$ cat config.mk
export PLATFORM = sky130hd
export DESIGN_NAME = command_line_argument_splitter
export DESIGN_NICKNAME = d
export VERILOG_FILES = /design/src/rtl/core/clas_pkg.sv /design/src/rtl/core/clas_front.sv /design/src/rtl/core/clas_queue.sv /design/src/rtl/core/clas_back.sv /design/src/rtl/core/command_line_argument_splitter.sv
export SDC_FILE = /design/constraint.sdc
export NUM_CORES = 1
export LEC_CHECK = 0
export BUFFER_PORTS_ARGS = -buffer_cell sky130_fd_sc_hd__buf_2
export CAP_MARGIN = 20
export CORE_MARGIN = 1.5
export CORE_UTILIZATION = 30
export DETAILED_ROUTE_END_ITERATION = 8
export HOLD_SLACK_MARGIN = 0.12
export PLACE_DENSITY_LB_ADDON = 0.25
export SETUP_SLACK_MARGIN = 0.1
export SYNTH_ARGS = -nofsm -noshare
export SYNTH_HDL_FRONTEND = slang
export SYNTH_SLANG_ARGS = --single-unit
$ cat constraint.sdc
create_clock -name clk -period 5.05 [get_ports clk]
set_input_delay 0.505 -clock clk [delete_from_list [all_inputs] [get_ports clk]]
set_output_delay 0.505 -clock clk [all_outputs]
set_load 0.01 [all_outputs]
$ cat src/rtl/core/clas_pkg.sv
`timescale 1ns / 1ps
// Shared types, constants and helper functions of the argument splitter.
// Used by the front, queue and back modules; depends on nothing.
package clas_pkg;

    localparam logic [7:0] CH_NUL   = 8'h00;
    localparam logic [7:0] CH_QUOTE = 8'h22;
    localparam logic [7:0] CH_SLASH = 8'h5C;
    localparam logic [7:0] CH_SPACE = 8'h20;
    localparam logic [7:0] CH_TAB   = 8'h09;
    localparam logic [7:0] CH_CR    = 8'h0D;

    // Decoupling queue geometry
    localparam int QDEPTH = 4;
    localparam int QPTR_W = $clog2(QDEPTH);
    localparam int QCNT_W = $clog2(QDEPTH + 1);

    // Character classes decided by the front part
    typedef enum logic [2:0] {
        CLS_NUL,
        CLS_BLANK,
        CLS_QUOTE,
        CLS_SLASH,
        CLS_OTHER
    } clas_class_t;

    // One classified character held in the queue
    typedef struct packed {
        clas_class_t cls;
        logic [7:0]  ch;
    } clas_item_t;

    // Queue status seen by both sides
    typedef struct packed {
        logic empty;
        logic full;
    } clas_qstat_t;

    function automatic clas_class_t clas_classify(input logic [7:0] c);
        clas_class_t r;
        if (c == CH_NUL)
            r = CLS_NUL;
        else if (c == CH_QUOTE)
            r = CLS_QUOTE;
        else if (c == CH_SLASH)
            r = CLS_SLASH;
        else if (c inside {CH_SPACE, [CH_TAB:CH_CR]})
            r = CLS_BLANK;
        else
            r = CLS_OTHER;
        return r;
    endfunction

    // Add with saturation at the top of a 16-bit count
    function automatic logic [15:0] clas_sat_add(input logic [15:0] a, input logic [8:0] b);
        logic [16:0] s;
        s = {1'b0, a} + {8'd0, b};
        return s[16] ? 16'hFFFF : s[15:0];
    endfunction

endpackage

$ cat src/rtl/core/clas_front.sv
`timescale 1ns / 1ps
// Front part of the splitter: accepts characters and classifies them.
// Depends on clas_pkg; feeds clas_queue.
module clas_front
(
    input  logic                 push,
    input  logic [7:0]           ch,
    input  clas_pkg::clas_qstat_t qstat,
    output logic                 full,
    output logic                 q_push,
    output clas_pkg::clas_item_t q_item
);

    // Accept whenever the queue has room
    assign full   = qstat.full;
    assign q_push = push & ~qstat.full;

    // Classify the incoming character
    always_comb
    begin
        q_item.ch  = ch;
        q_item.cls = clas_pkg::clas_classify(ch);
    end

endmodule

$ cat src/rtl/core/clas_queue.sv
`timescale 1ns / 1ps
// Short queue between the classifier and the parser.
// Depends on clas_pkg for the item and status types.
module clas_queue
(
    input  logic                  clk,
    input  logic                  rst_n,
    input  logic                  push,
    input  clas_pkg::clas_item_t  wr_item,
    input  logic                  pop,
    output clas_pkg::clas_item_t  rd_item,
    output clas_pkg::clas_qstat_t qstat
);

    clas_pkg::clas_item_t                mem [clas_pkg::QDEPTH];
    logic [clas_pkg::QPTR_W-1:0]         wr_ptr_reg, wr_ptr_next;
    logic [clas_pkg::QPTR_W-1:0]         rd_ptr_reg, rd_ptr_next;
    logic [clas_pkg::QCNT_W-1:0]         count_reg, count_next;
    logic                                do_push, do_pop;

    assign do_push = push & ~qstat.full;
    assign do_pop  = pop & ~qstat.empty;

    // Advance pointers and occupancy
    always_comb
    begin
        wr_ptr_next = do_push ? wr_ptr_reg + 1'b1 : wr_ptr_reg;
        rd_ptr_next = do_pop ? rd_ptr_reg + 1'b1 : rd_ptr_reg;
        count_next  = count_reg;
        if (do_push && !do_pop)
            count_next = count_reg + 1'b1;
        else if (!do_push && do_pop)
            count_next = count_reg - 1'b1;
    end

    always_ff @(posedge clk or negedge rst_n)
    begin
        if (!rst_n)
        begin
            wr_ptr_reg <= '0;
            rd_ptr_reg <= '0;
            count_reg  <= '0;
        end
        else
        begin
            wr_ptr_reg <= wr_ptr_next;
            rd_ptr_reg <= rd_ptr_next;
            count_reg  <= count_next;
        end
    end

    // Store the pushed item
    always_ff @(posedge clk)
    begin
        if (do_push)
            mem[wr_ptr_reg] <= wr_item;
    end

    // Present the oldest item and the status
    assign rd_item     = mem[rd_ptr_reg];
    assign qstat.empty = (count_reg == '0);
    assign qstat.full  = (count_reg == clas_pkg::QCNT_W'(clas_pkg::QDEPTH));

endmodule

$ cat src/rtl/core/clas_back.sv
`timescale 1ns / 1ps
// Back part of the splitter: runs the quoting and backslash rules on
// classified characters and holds one result. Depends on clas_pkg.
module clas_back
(
    input  logic                  clk,
    input  logic                  rst_n,
    input  clas_pkg::clas_qstat_t qstat,
    input  clas_pkg::clas_item_t  rd_item,
    output logic                  q_pop,
    input  logic                  pop,
    output logic                  empty,
    output logic [7:0]            slash_run,
    output logic                  char_valid,
    output logic [7:0]            out_char,
    output logic                  arg_end,
    output logic                  line_end,
    output logic [15:0]           arg_total,
    output logic [15:0]           char_total
);

    logic        quoting_reg, quoting_next;
    logic        pend_reg, pend_next;
    logic        in_arg_reg, in_arg_next;
    logic [7:0]  slash_reg, slash_next;
    logic [15:0] arg_cnt_reg, arg_cnt_next;
    logic [15:0] char_cnt_reg, char_cnt_next;
    logic        valid_reg, valid_next;

    logic [7:0]  run;
    logic        cv;
    logic [7:0]  oc;
    logic        ae;
    logic        le;
    logic        done;
    logic [8:0]  add;

    // Take the next item when the result slot is free or being drained
    assign q_pop = ~qstat.empty & (~valid_reg | pop);

    // Apply the splitting rules to one character
    always_comb
    begin
        quoting_next = quoting_reg;
        pend_next    = pend_reg;
        in_arg_next  = in_arg_reg;
        slash_next   = slash_reg;
        arg_cnt_next = arg_cnt_reg;
        run  = '0;
        cv   = 1'b0;
        oc   = '0;
        ae   = 1'b0;
        le   = 1'b0;
        done = 1'b0;
        add  = '0;

        // Resolve a quote seen inside quotes
        if (pend_reg)
        begin
            pend_next    = 1'b0;
            quoting_next = 1'b0;
            if (rd_item.cls == clas_pkg::CLS_QUOTE)
            begin
                cv   = 1'b1;
                oc   = clas_pkg::CH_QUOTE;
                add  = 9'd1;
                done = 1'b1;
            end
        end

        // Skip blanks between arguments, end the line on a zero character, start a new one otherwise
        if (!done && !in_arg_reg)
        begin
            if (rd_item.cls == clas_pkg::CLS_NUL)
                le = 1'b1;
            else if (rd_item.cls != clas_pkg::CLS_BLANK)
            begin
                in_arg_next  = 1'b1;
                arg_cnt_next = clas_pkg::clas_sat_add(arg_cnt_reg, 9'd1);
            end
        end

        if (!done && in_arg_next)
        begin
            case (rd_item.cls)
                clas_pkg::CLS_SLASH:
                begin
                    // Hold the run back, keeping its parity past saturation
                    if (slash_reg < 8'd254)
                        slash_next = slash_reg + 8'd1;
                    else
                        slash_next = (slash_reg == 8'd254) ? 8'd255 : 8'd254;
                end
                clas_pkg::CLS_QUOTE:
                begin
                    run = {1'b0, slash_reg[7:1]};
                    if (slash_reg[0])
                    begin
                        cv = 1'b1;
                        oc = clas_pkg::CH_QUOTE;
                    end
                    else if (!quoting_next)
                        quoting_next = 1'b1;
                    else
                        pend_next = 1'b1;
                    slash_next = '0;
                    add = {1'b0, run} + {8'd0, cv};
                end
                clas_pkg::CLS_NUL:
                begin
                    run         = slash_reg;
                    ae          = 1'b1;
                    le          = 1'b1;
                    slash_next  = '0;
                    in_arg_next = 1'b0;
                    add         = {1'b0, run} + 9'd1;
                end
                clas_pkg::CLS_BLANK:
                begin
                    run        = slash_reg;
                    slash_next = '0;
                    add        = {1'b0, run} + 9'd1;
                    if (!quoting_next)
                    begin
                        ae          = 1'b1;
                        in_arg_next = 1'b0;
                    end
                    else
                    begin
                        cv = 1'b1;
                        oc = rd_item.ch;
                    end
                end
                default:
                begin
                    run        = slash_reg;
                    cv         = 1'b1;
                    oc         = rd_item.ch;
                    slash_next = '0;
                    add        = {1'b0, run} + 9'd1;
                end
            endcase
        end

        char_cnt_next = clas_pkg::clas_sat_add(char_cnt_reg, add);
    end

    // Hold or drop the result slot
    assign valid_next = q_pop | (valid_reg & ~pop);

    always_ff @(posedge clk or negedge rst_n)
    begin
        if (!rst_n)
        begin
            quoting_reg  <= 1'b0;
            pend_reg     <= 1'b0;
            in_arg_reg   <= 1'b0;
            slash_reg    <= '0;
            arg_cnt_reg  <= '0;
            char_cnt_reg <= '0;
            valid_reg    <= 1'b0;
        end
        else
        begin
            valid_reg <= valid_next;
            if (q_pop)
            begin
                // Return to the idle line state after a terminator
                if (le)
                begin
                    quoting_reg  <= 1'b0;
                    pend_reg     <= 1'b0;
                    in_arg_reg   <= 1'b0;
                    slash_reg    <= '0;
                    arg_cnt_reg  <= '0;
                    char_cnt_reg <= '0;
                end
                else
                begin
                    quoting_reg  <= quoting_next;
                    pend_reg     <= pend_next;
                    in_arg_reg   <= in_arg_next;
                    slash_reg    <= slash_next;
                    arg_cnt_reg  <= arg_cnt_next;
                    char_cnt_reg <= char_cnt_next;
                end
            end
        end
    end

    // Load the result payload
    always_ff @(posedge clk)
    begin
        if (q_pop)
        begin
            slash_run  <= run;
            char_valid <= cv;
            out_char   <= oc;
            arg_end    <= ae;
            line_end   <= le;
            arg_total  <= arg_cnt_next;
            char_total <= char_cnt_next;
        end
    end

    assign empty = ~valid_reg;

endmodule

$ cat src/rtl/core/command_line_argument_splitter.sv
`timescale 1ns / 1ps
// Command line argument splitter, top level.
// Input channel: drive ch with push high; the character is taken at a
// clock edge where full is low. A zero character ends the line.
// Result channel: while empty is low, the result ports show the oldest
// result; raise pop to take it. Every character yields one result.
// Throughput: one character per cycle while pop is held high, set by
// the state update of the parser in the back part.
// Queued characters reach the result register once the slot is free.
// A four-entry queue separates the classifier from the parser, and a
// result register sits at the output, so a stalled receiver fills the
// result slot and then the queue before full rises.
// Reset: asynchronous, active low; clears the queue, the result slot,
// the quoting state and both running totals.
// Depends on clas_pkg, clas_front, clas_queue and clas_back.
module command_line_argument_splitter
(
    input  logic        clk,
    input  logic        rst_n,
    input  logic        push,
    output logic        full,
    input  logic [7:0]  ch,
    output logic        empty,
    input  logic        pop,
    output logic [7:0]  slash_run,
    output logic        char_valid,
    output logic [7:0]  out_char,
    output logic        arg_end,
    output logic        line_end,
    output logic [15:0] arg_total,
    output logic [15:0] char_total
);

    clas_pkg::clas_qstat_t qstat;
    clas_pkg::clas_item_t  wr_item;
    clas_pkg::clas_item_t  rd_item;
    logic                  q_push;
    logic                  q_pop;

    // Classify incoming characters
    clas_front u_front
    (
        .push   (push),
        .ch     (ch),
        .qstat  (qstat),
        .full   (full),
        .q_push (q_push),
        .q_item (wr_item)
    );

    // Decouple classifier and parser
    clas_queue u_queue
    (
        .clk     (clk),
        .rst_n   (rst_n),
        .push    (q_push),
        .wr_item (wr_item),
        .pop     (q_pop),
        .rd_item (rd_item),
        .qstat   (qstat)
    );

    // Parse and hold results
    clas_back u_back
    (
        .clk        (clk),
        .rst_n      (rst_n),
        .qstat      (qstat),
        .rd_item    (rd_item),
        .q_pop      (q_pop),
        .pop        (pop),
        .empty      (empty),
        .slash_run  (slash_run),
        .char_valid (char_valid),
        .out_char   (out_char),
        .arg_end    (arg_end),
        .line_end   (line_end),
        .arg_total  (arg_total),
        .char_total (char_total)
    );

endmodule

After elaboration in Yosys (flattened, before gate mapping)
Memories as Yosys holds them, arrays and structs flattened.
Index checks and enable logic that the tools add are counted.
W data, S select, Z words.

word-level totals
  bits in registers = 102
  memory bits (writable) = 44
  input bits = 12
  output and inout port bits = 53
  logic and storage cells = 129
  memories kept = 1

memories
  memory       depth  width  rd ports  clocked after memory_dff  wr ports  line              text
  u_queue.mem  4      11     1         0                         1         clas_queue.sv:15  clas_pkg::clas_item_t mem [clas_pkg::QDEPTH];

operators by class
  add/sub/neg operators = 9
  $lt $le $gt $ge = 3
  eq/ne operators = 9
  mux-type cells = 62
  bitwise gates (word level) = 11
  reductions and logical operators = 17

operator list
  operator                 number
  $mux W16                 7
  $mux W8                  8
  $mux W1                  32
  $pmux W8 S3              1
  $mux W3                  6
  $mux W9                  2
  $pmux W9 S2              1
  $add A16 B1 Y17 const B  1
  $add A16 B9 Y17          1
  $eq A8 B6 Y1 const B     2
  $pmux W8 S2              1
  $add A8 B1 Y9 const B    1
  $add A7 B1 Y8            1
  $add A8 B1 Y8 const B    1
  $eq A8 B7 Y1 const B     1
  $eq A8 B8 Y1 const B     1
  $ge A8 B4 Y1 const B     1
  $le A8 B4 Y1 const B     1
  $logic_not A8 Y1         1
  $lt A8 B8 Y1 const B     1
  $eq A3 B2 Y1 const B     2
  $logic_not A3 Y1         2
  $mux W6                  1
  $reduce_bool A2 Y1       3
  other kinds (15)         32

Depth between registers and ports, before layout
Gate-level depths: netlist of the first run.
An unclocked memory read counts as a cell.

  depth in word-level cells = 15
  depth in mapped cells = 22
  mapped depth without buffers = 19

Cells and area by module
A second synthesis of the first run with hierarchy kept.

second synthesis, totals
  cells, all modules = 673
  area, all modules = 7,676.1 um2

modules (own cells, without submodules)
  module      instances  cells an instance  area each (um2)  seq. area each (um2)
  clas_back   1          556                5,446.5          2,632.5
  clas_queue  1          93                 2,040.7          1,496.4
  clas_front  1          24                 188.9            0.0

Least setup slack after synthesis of the first run
OpenSTA, ideal clock, no wires.

  kind = register -> register
  start = register u_queue.rd_ptr_reg[0] (netlist bit)
  end = register u_back.char_total[12], data pin
  library setup time = 260 ps
  arrival = 3,929 ps
  required time = 4,790 ps
  path slack = 861 ps
  stages on the path, launching flop included = 21
  path buffers = 2
  period minus slack after synthesis = 4,189 ps
  cell sequence = dfrtp_1 -> buf_4 -> mux4_2 -> nand2b_1 -> nor2_2 -> nand2_1 -> nand2_1 -> ha_1 -> nand3_1 -> nor3_1 -> xnor2_1 -> o21ai_0 -> o21ai_0 -> nor2_1 -> ha_1 -> clkbuf_1 -> and3_1 -> a221oi_1 -> o21ai_0 -> nand4_1 -> mux2_2

on the way
  longest elaborated chain between the ends = 12
  elaborated cells on any way between the ends = 23
  classes of those cells = add/sub (2); eq/ne (3); mux (13); reduce/logical (4); memory (1)

ends and longest elaborated chain
  element                       line                              text
  start: declaration            clas_queue.sv:17                  logic [clas_pkg::QPTR_W-1:0] rd_ptr_reg, rd_ptr_next;
  start signal: assignment      clas_queue.sv:47                  rd_ptr_reg <= rd_ptr_next;
  $mem_v2 Z4 W11 *              --
  $eq A3 B2 Y1                  clas_back.sv:62, clas_back.sv:85
  $mux W1                       clas_back.sv:62                   if (rd_item.cls == clas_pkg::CLS_QUOTE)
  $mux W1                       clas_back.sv:58                   if (pend_reg)
  $mux W1                       clas_back.sv:97                   if (slash_reg[0])
  $mux W1                       clas_back.sv:85                   case (rd_item.cls)
  $mux W1                       clas_back.sv:83                   if (!done && in_arg_next)
  $add A7 B1 Y8                 clas_back.sv:107                  add = {1'b0, run} + {8'd0, cv};
  $pmux W9 S2                   clas_back.sv:85
  $mux W9 *                     clas_back.sv:83
  $add A16 B9 Y17 *             clas_pkg.sv:57                    s = {1'b0, a} + {8'd0, b};
  $mux W16 *                    clas_pkg.sv:58                    return s[16] ? 16'hFFFF : s[15:0];
  net u_back.char_cnt_next[12]  clas_back.sv:27                   logic [15:0] char_cnt_reg, char_cnt_next;
  end signal: assignment        clas_back.sv:202                  char_total <= char_cnt_next;
  end: declaration              clas_back.sv:19                   output logic [15:0] char_total

The timed path passes the listed nets; every way through them passes the cells marked *. The select of a mux whose other input is x is not followed.
A chain may end at the register's enable or synchronous reset.

Worst setup path in the final report of the first run
Ends and elaborated chain as after synthesis.

==> run_results.csv, run 1 <==
group,metric,value,unit
finish,multi_input_area,0.00292,mm^2
synth,syn_inst,617,
clocking,cts_tree,"built",
global_route,grt_overflow_total,0,
clocking,holdBufCountCts,0,
critical_path,rr_worst_depth,18,
critical_path,worstPathRequired,5.22,ns
routing,via_per_inst,5.15,
place,gp_congestion,0.852,
finish,drive_gt1_frac,0.199,
timing,maxSlewHeadroom,0.326,
synth,syn_nets,650,
timing,tightestPinTransition,1.01,ns
critical_path,worst-setup-path-type,"reg2reg",
flow_run,maxCapViolations,0,
synth,synth.top_cell.area_share,0.395,
synth,ys_top_cells_by_area,"edfxtp_1 (39%), dfrtp_1 (18%), a21oi_1 (3.9%)",
floorplan,rows,56,
routing,first_pass_iters,5,
floorplan,ioPinCount,65,
synth,ys_ff_latch,146,
power,p_sw_frac,0.357,
worst_hold_path,hold_class,"in2async",
timing,setup_ws,0.374,ns
global_route,grt_pass1_vias,5027,
floorplan,initial_core_util,0.307,
timing,rsz0062_at_grt,"true",
clocking,cts_buffers,17,
routing,antenna_left,0,
timing,maxSlewViolCount,0,
critical_path,regToRegSetupSlack,0.37,ns
critical_path,cp-start-kind,"flip-flop",
floorplan,dieWidth,158,um
synth,synth_ff_type,"edfxtp_1",
critical_path,cp-end-kind,"flip-flop",
finish,regMostFlops,"u_queue.mem",
routing,vias,5198,
clocking,cts_buffer_depth,2,
timing,finalHoldViolCount,0,
finish,area_delta_synth_final,17.5,%
clocking,cts.clk_slew.worst_paths,0.06,ns
routing,drt-initial-drc-count,308,
power,seqPwrFrac,0.391,
power,intPower,0.00296,W
critical_path,r2r-start,"u_queue.rd_ptr_reg[0]$_DFFE_PN0P_",
clocking,postCtsSetupRepairBufs,0,
power,finalPower,0.00460,W
finish,largest_reg_flops,44,
timing,fin_crit_sh,0.926,
synth,synth.distinct_cells,63,
finish,antenna_cells,0,
synth,syn_area_per_cell,11.7,um^2
clocking,htree_num_levels,4,
floorplan,die_y,158,um
place,io_buffers,64,
routing,wl,16.9,mm
place,hpwl,11.4,mm
routing,drc,0,
critical_path,crit_chain,"mux4_2 > nand2b_1 > nor2_2 > nand2_1 > nand2_1 > ha_1 > nand3_1 > nor3_1 > xnor2_1 > o21ai_0 > o21ai_0 > nor2_1 > ha_1 > and3_1 > a221oi_1 > o21ai_0 > nand4_1 > mux2_2",
critical_path,cp.arrival,4.85,ns
critical_path,path_buf_inv,0,
global_route,grt_max_degree,52,
clocking,numClockSinks,146,
critical_path,crit_cells,18,
power,power_frac_clock,0.281,
global_route,grtUsageTotal,0.142,
clocking,root_buffer,"clkbuf_16",
finish,fin_util,0.361,
floorplan,coreArea,0.0235,mm^2
synth,ys_seq_area_frac,0.571,
critical_path,timing.rr.end,"u_back.char_total[12]$_DFFE_PP_",
synth,synth_edf_count,95,
critical_path,max_stage_delay,0.53,ns
power,combPwrFrac,0.328,
routing,wire_per_inst,16.7,um
power,leakage,3.38,nW
finish,num-fill-cells,2344,
synth,yosysTopAreaCell,"edfxtp_1",
critical_path,cpMaxStageDelayCell,"mux4_2",
synth,syn_area,0.00723,mm^2
power,p_per_area,541,mW/mm^2
global_route,antenna_found_initial,0,
timing,fin_setup_tns,0,ns
outcome,status,"finished clean",
synth,async_flop_share,0.349,
synth,yosysWarnings,0,
power,power.switching,0.00164,W
finish,fin_nets,710,
floorplan,die_area,0.0250,mm^2
timing,fin_skew,0.0164,ns
finish,seq_area,0.00413,mm^2
timing,period_needed,4.68,ns
critical_path,cp_max_fo,7,
timing,fmax,0.214,GHz
critical_path,cp_common_cell,"o21ai_0",
timing,setup_viol,0,
critical_path,cpLargestDelayFamily,"simple AND/OR/NAND/NOR gates",
clocking,clk_latency,0.43,ns
clocking,cts_resized,0,
place,detailedPlace.worstSlack,0.297,ns
power,vdd_ir_drop_max,0.000236,V
global_route,grt_pass1_wl,27.1,mm
==> kinds of logic after synthesis <==
group                      count (synthesis)  synth area share
and+or+nand+nor                          182             0.131
AOI/OAI and AO/OA                        175             0.153
DFF                                      146             0.571
muxes                                     18            0.0447
adders and majority gates                 21            0.0384
xor gates and xnor gates                  28            0.0339
buffers and inverters                     47            0.0275
==> power groups by stage <==
stage                     sequential [W]  combinational (W)  clock, W
final                            0.00180            0.00151   0.00129
after global routing             0.00183            0.00168   0.00137
after CTS                        0.00181            0.00152   0.00133
after detailed placement         0.00183            0.00151         0
after global placement           0.00182            0.00149         0
after floorplan                  0.00185           0.000964         0
==> cell usage after synthesis (3+ instances only) <==
library cell,count
buf_2,9
a211oi_1,8
nand3_1,16
nand4_1,6
xor2_1,6
xnor2_1,22
o21ai_0,35
nor3_1,15
a21o_1,6
inv_1,15
ha_1,19
nand2b_1,5
a311oi_1,8
mux2_2,4
or2_2,4
mux4_2,11
nor2b_1,8
mux2i_1,3
nor4b_1,3
edfxtp_1,95
nor2_1,32
dfrtp_1,51
and4_1,3
nand3b_1,3
clkbuf_1,18
nand2_1,47
o21ai_1,4
a31oi_1,15
and2_1,14
and3_1,19
a21oi_1,56
o22ai_1,6
a22o_1,13
==> how the worst max path moves through the flow <==
stage          slack, ns                             endpoint                               from
2_1_floorplan       0.86      u_back.char_total[12]$_DFFE_PP_  u_queue.rd_ptr_reg[0]$_DFFE_PN0P_
3_3_place_gp        0.50      u_back.char_total[12]$_DFFE_PP_  u_queue.rd_ptr_reg[0]$_DFFE_PN0P_
3_5_place_dp        0.30   u_back.char_cnt_reg[9]$_DFFE_PN0P_  u_queue.rd_ptr_reg[0]$_DFFE_PN0P_
4_1_cts             0.31   u_back.char_cnt_reg[9]$_DFFE_PN0P_  u_queue.rd_ptr_reg[0]$_DFFE_PN0P_
5_1_grt             0.04  u_back.char_cnt_reg[13]$_DFFE_PN0P_  u_queue.rd_ptr_reg[0]$_DFFE_PN0P_
6_report            0.37      u_back.char_total[12]$_DFFE_PP_  u_queue.rd_ptr_reg[0]$_DFFE_PN0P_
==> per-layer routing <==
metal  part of all wire  vias to the layer above  GRT usage
met2               0.49                      156      0.233
met5                  0                        -          0
li1                   -                     2462          -
met4              0.016                        0     0.0463
met3              0.049                       25     0.0334
met1               0.45                     2555      0.183
==> final cells by class <==
class,count,share of cell area
multi-input cells,424,0.344
clock buffers,17,0.0501
flip-flops and latches,146,0.486
well taps,319,0.0470
repair buffers,72,0.0462
clock inverters,15,0.0200
inverters,16,0.00707
==> cells in the final DEF, fill, tap and decap left out, types with 11 or more instances in the layout <==
cell,instances
edfxtp_1,95
buf_2,64
a21oi_1,56
dfrtp_1,50
nand2_1,47
o21ai_0,35
nor2_1,32
xnor2_1,22
and3_1,19
ha_1,19
clkbuf_16,17
a31oi_1,15
nor3_1,15
nand3_1,15
and2_1,14
inv_1,14
a22o_1,13
mux4_2,11
==> worst reg2reg max path: cells and delay by family, from the launching register on <==
kind	cells	cell delay, ns
flops	1	0.46
mux	2	0.89
xor+xnor	1	0.17
simple gates	9	1.48
fa+ha+maj	2	0.56
compound gates	4	0.90
==> through the flow <==
step	cell area (um^2)	std cells	hold slack, ns
finish	8500	1009	0.225
global placement	7880	976	0.485
floorplan	7230	617	0.209
CTS	8470	1008	0.248
global route	8500	1009	0.288
detailed placement	7880	976	0.500
No activity file was read; power rests on OpenSTA's default activity.
==> run 2, diff against run 1 <==
- SYNTH_HIERARCHICAL: unset -> 1
==> run 2 against run 1 <==
Effect of this change:
- critical path depth is 2 lower
- cell count rose by 6.2%
- non-clock buffer count increased by 9
- sequential power is 2% higher
- count of clock-buffer cells in the layout is 3 higher
- global-route usage up 0.070 points
- register-to-register slack better by 0.19 ns
- sequential share of layout area shrank 1.9 points
- sequential cell count unchanged
- area after synthesis grew 6.2%
- cell area is 4.1% higher
- wire length up 6.6%
- critical path type unchanged
- largest power group unchanged
==> run_results.csv, run 2 <==
group,metric,value,unit
timing,fin_setup_tns,0,ns
place,place_inst,1039,
timing,period_needed,4.49,ns
clocking,numClockSinks,146,
critical_path,cp.arrival,4.80,ns
clocking,holdBufCountCts,0,
critical_path,cp-start-kind,"flip-flop",
synth,ys_ff_latch,146,
floorplan,dieWidth,163,um
synth,syn_nets,706,
power,power.switching,0.00161,W
floorplan,ioPinCount,65,
finish,regMostFlops,"u_queue/mem",
timing,finalHoldViolCount,0,
power,combPwrFrac,0.336,
place,hpwl,11.9,mm
power,p_per_area,516,mW/mm^2
outcome,status,"finished clean",
critical_path,worstPathRequired,5.37,ns
finish,area_delta_synth_final,15.3,%
synth,synth.top_cell.area_share,0.372,
timing,setup_viol,0,
floorplan,initial_core_util,0.305,
timing,maxSlewHeadroom,0.423,
routing,first_pass_iters,6,
clocking,cts.clk_slew.worst_paths,0.06,ns
power,seqPwrFrac,0.403,
critical_path,cpMaxStageDelayCell,"mux4_1",
clocking,postCtsSetupRepairBufs,0,
global_route,grtUsageTotal,0.142,
finish,antenna_cells,0,
floorplan,rows,58,
timing,maxSlewViolCount,0,
synth,yosysTopAreaCell,"edfxtp_1",
critical_path,crit_chain,"mux4_1 > nand2b_1 > nor2_2 > nand2_1 > nand2_1 > ha_1 > a21boi_0 > o21ai_0 > o31ai_1 > ha_1 > fa_1 > a21o_1 > a221o_1 > a22oi_2 > nand2_1 > a22o_1",
synth,syn_inst,673,
global_route,antenna_found_initial,0,
finish,final_cells,1072,
synth,synth_edf_count,95,
place,gp_congestion,0.802,
critical_path,worst-setup-path-type,"reg2reg",
floorplan,die_area,0.0266,mm^2
timing,fin_crit_sh,0.889,
power,p_sw_frac,0.353,
clocking,cts_resized,0,
power,leakage,3.52,nW
clocking,htree_num_levels,4,
critical_path,cp_max_fo,11,
finish,largest_reg_flops,44,
finish,num-fill-cells,2455,
power,power_frac_clock,0.261,
routing,antenna_left,0,
place,io_buffers,64,
finish,fin_nets,762,
floorplan,die_y,163,um
critical_path,cp_common_cell,"nand2_1",
global_route,grt_pass1_wl,29.0,mm
timing,whs,0.234,ns
finish,drive_gt1_frac,0.186,
synth,ys_seq_area_frac,0.538,
synth,yosysWarnings,6,
routing,drt-initial-drc-count,381,
power,intPower,0.00295,W
routing,vias,5452,
clocking,cts_buffers,17,
finish,mostFrequentLayoutCell,"edfxtp_1",
clocking,cts_buffer_depth,2,
critical_path,cp-end-kind,"flip-flop",
finish,fin_util,0.351,
global_route,grt_max_degree,58,
clocking,clk_latency,0.42,ns
synth,ys_top_cells_by_area,"edfxtp_1 (37%), dfrtp_1 (17%), ha_1 (3.1%)",
worst_hold_path,hold_class,"in2async",
global_route,grt_pass1_vias,5292,
synth,syn_area_per_cell,11.4,um^2
synth,synth.distinct_cells,78,
synth,synth_commonest_cells,"edfxtp_1 (95), dfrtp_1 (51), nor2_1 (45), nand2_1 (44), a21oi_1 (36)",
timing,fmax,0.223,GHz
routing,via_per_inst,5.09,
clocking,cts_tree,"built",
finish,mostFrequentLayoutCells,"edfxtp_1 (95), buf_2 (64), dfrtp_1 (51)",
clocking,root_buffer,"clkbuf_16",
routing,wire_per_inst,16.8,um
flow_run,maxCapViolations,0,
synth,syn_area,0.00768,mm^2
timing,tightestPinTransition,0.861,ns
synth,synth_ff_type,"edfxtp_1",
timing,fin_skew,0.0127,ns
timing,rsz0062_at_grt,"false",
floorplan,coreArea,0.0252,mm^2
routing,wl,18.0,mm
routing,drc,0,
synth,async_flop_share,0.349,
synth,yosysMostFrequentCell,"edfxtp_1",
power,vdd_ir_drop_max,0.000208,V
critical_path,max_stage_delay,0.73,ns
global_route,grt_overflow_total,0,
[run 2: changes by cell type in the layout (fill, tap and decap cells not counted), moves of 8 or more]
cell	delta
buf_4	+10
inv_1	+12
nor4_1	+8
mux4_1	+8
a21oi_1	-20
xnor2_1	-9
nor3_1	+11
mux4_2	-8
nor2_1	+13
[run 2: worst max-delay path, delay by kind of cell (launching register included)]
| family | cells | cell delay, ns |
|---|---|---|
| flops | 1 | 0.40 |
| compound gates | 7 | 1.76 |
| fa+ha+maj | 3 | 0.93 |
| mux | 1 | 0.73 |
| simple gates | 5 | 0.55 |
[run 2: final cells by class]
| cell class | count | area (um^2) | share of cell area |
|---|---|---|---|
| clock buffer | 20 | 437 | 0.0494 |
| clock inverter | 12 | 111 | 0.0126 |
| inverter | 28 | 106 | 0.0120 |
| multi-input combinational | 455 | 3200 | 0.362 |
| sequential | 146 | 4130 | 0.467 |
| tap | 330 | 413 | 0.0467 |
| timing repair buffer | 81 | 448 | 0.0506 |
[run 2: logic make-up after synthesis]
kind of cell | count (synthesis) | share of synthesized area
simple gates | 233 | 0.167
compound gates | 160 | 0.142
flops | 146 | 0.538
buf+inv | 72 | 0.0448
xor+xnor | 24 | 0.0274
fa+ha+maj | 21 | 0.0362
mux | 17 | 0.0451
[run 2: per-stage QoR]
stage	setup slack (ns)	total power, W	instance area (um^2)
after floorplan	0.470	0.00288	7680
after global placement	0.666	0.00341	8290
after detailed placement	0.556	0.00342	8290
after CTS	0.553	0.00464	8840
after global routing	0.211	0.00487	8850
final	0.563	0.00457	8850
[run 2: worst paths after layout]
path / slack, ns / cells after the start / end / startpoint
max reg2reg: 0.56 / 16 / u_back/char_cnt_reg[2]$_DFFE_PN0P_ / u_queue/rd_ptr_reg[0]$_DFFE_PN0P_
min: 0.23 / 2 / u_back/char_cnt_reg[4]$_DFFE_PN0P_ / rst_n
max: 0.56 / 16 / u_back/char_cnt_reg[2]$_DFFE_PN0P_ / u_queue/rd_ptr_reg[0]$_DFFE_PN0P_
min in group clk: 0.36 / 1 / u_queue/mem[1][3]$_DFFE_PP_ / ch[3]
max in group asynchronous: 4.32 / 2 / u_queue/count_reg[0]$_DFFE_PN0P_ / rst_n
min reg2reg: 0.49 / 1 / u_queue/count_reg[2]$_DFFE_PN0P_ / u_queue/count_reg[2]$_DFFE_PN0P_
[run 2: layer usage]
layer,up-vias,part of all wire,global-route usage
li1,2653,-,-
met1,2673,0.48,0.192
met2,112,0.47,0.228
met3,14,0.042,0.0278
met4,0,0.011,0.0480
met5,-,0,0
[run 2: power groups by stage]
stage,Clock [W],Sequential [W],Combinational (W)
floorplan,0,0.00190,0.000980
global placement,0,0.00188,0.00154
detailed placement,0,0.00187,0.00155
CTS,0.00123,0.00185,0.00155
global route,0.00128,0.00188,0.00171
finish,0.00119,0.00184,0.00153
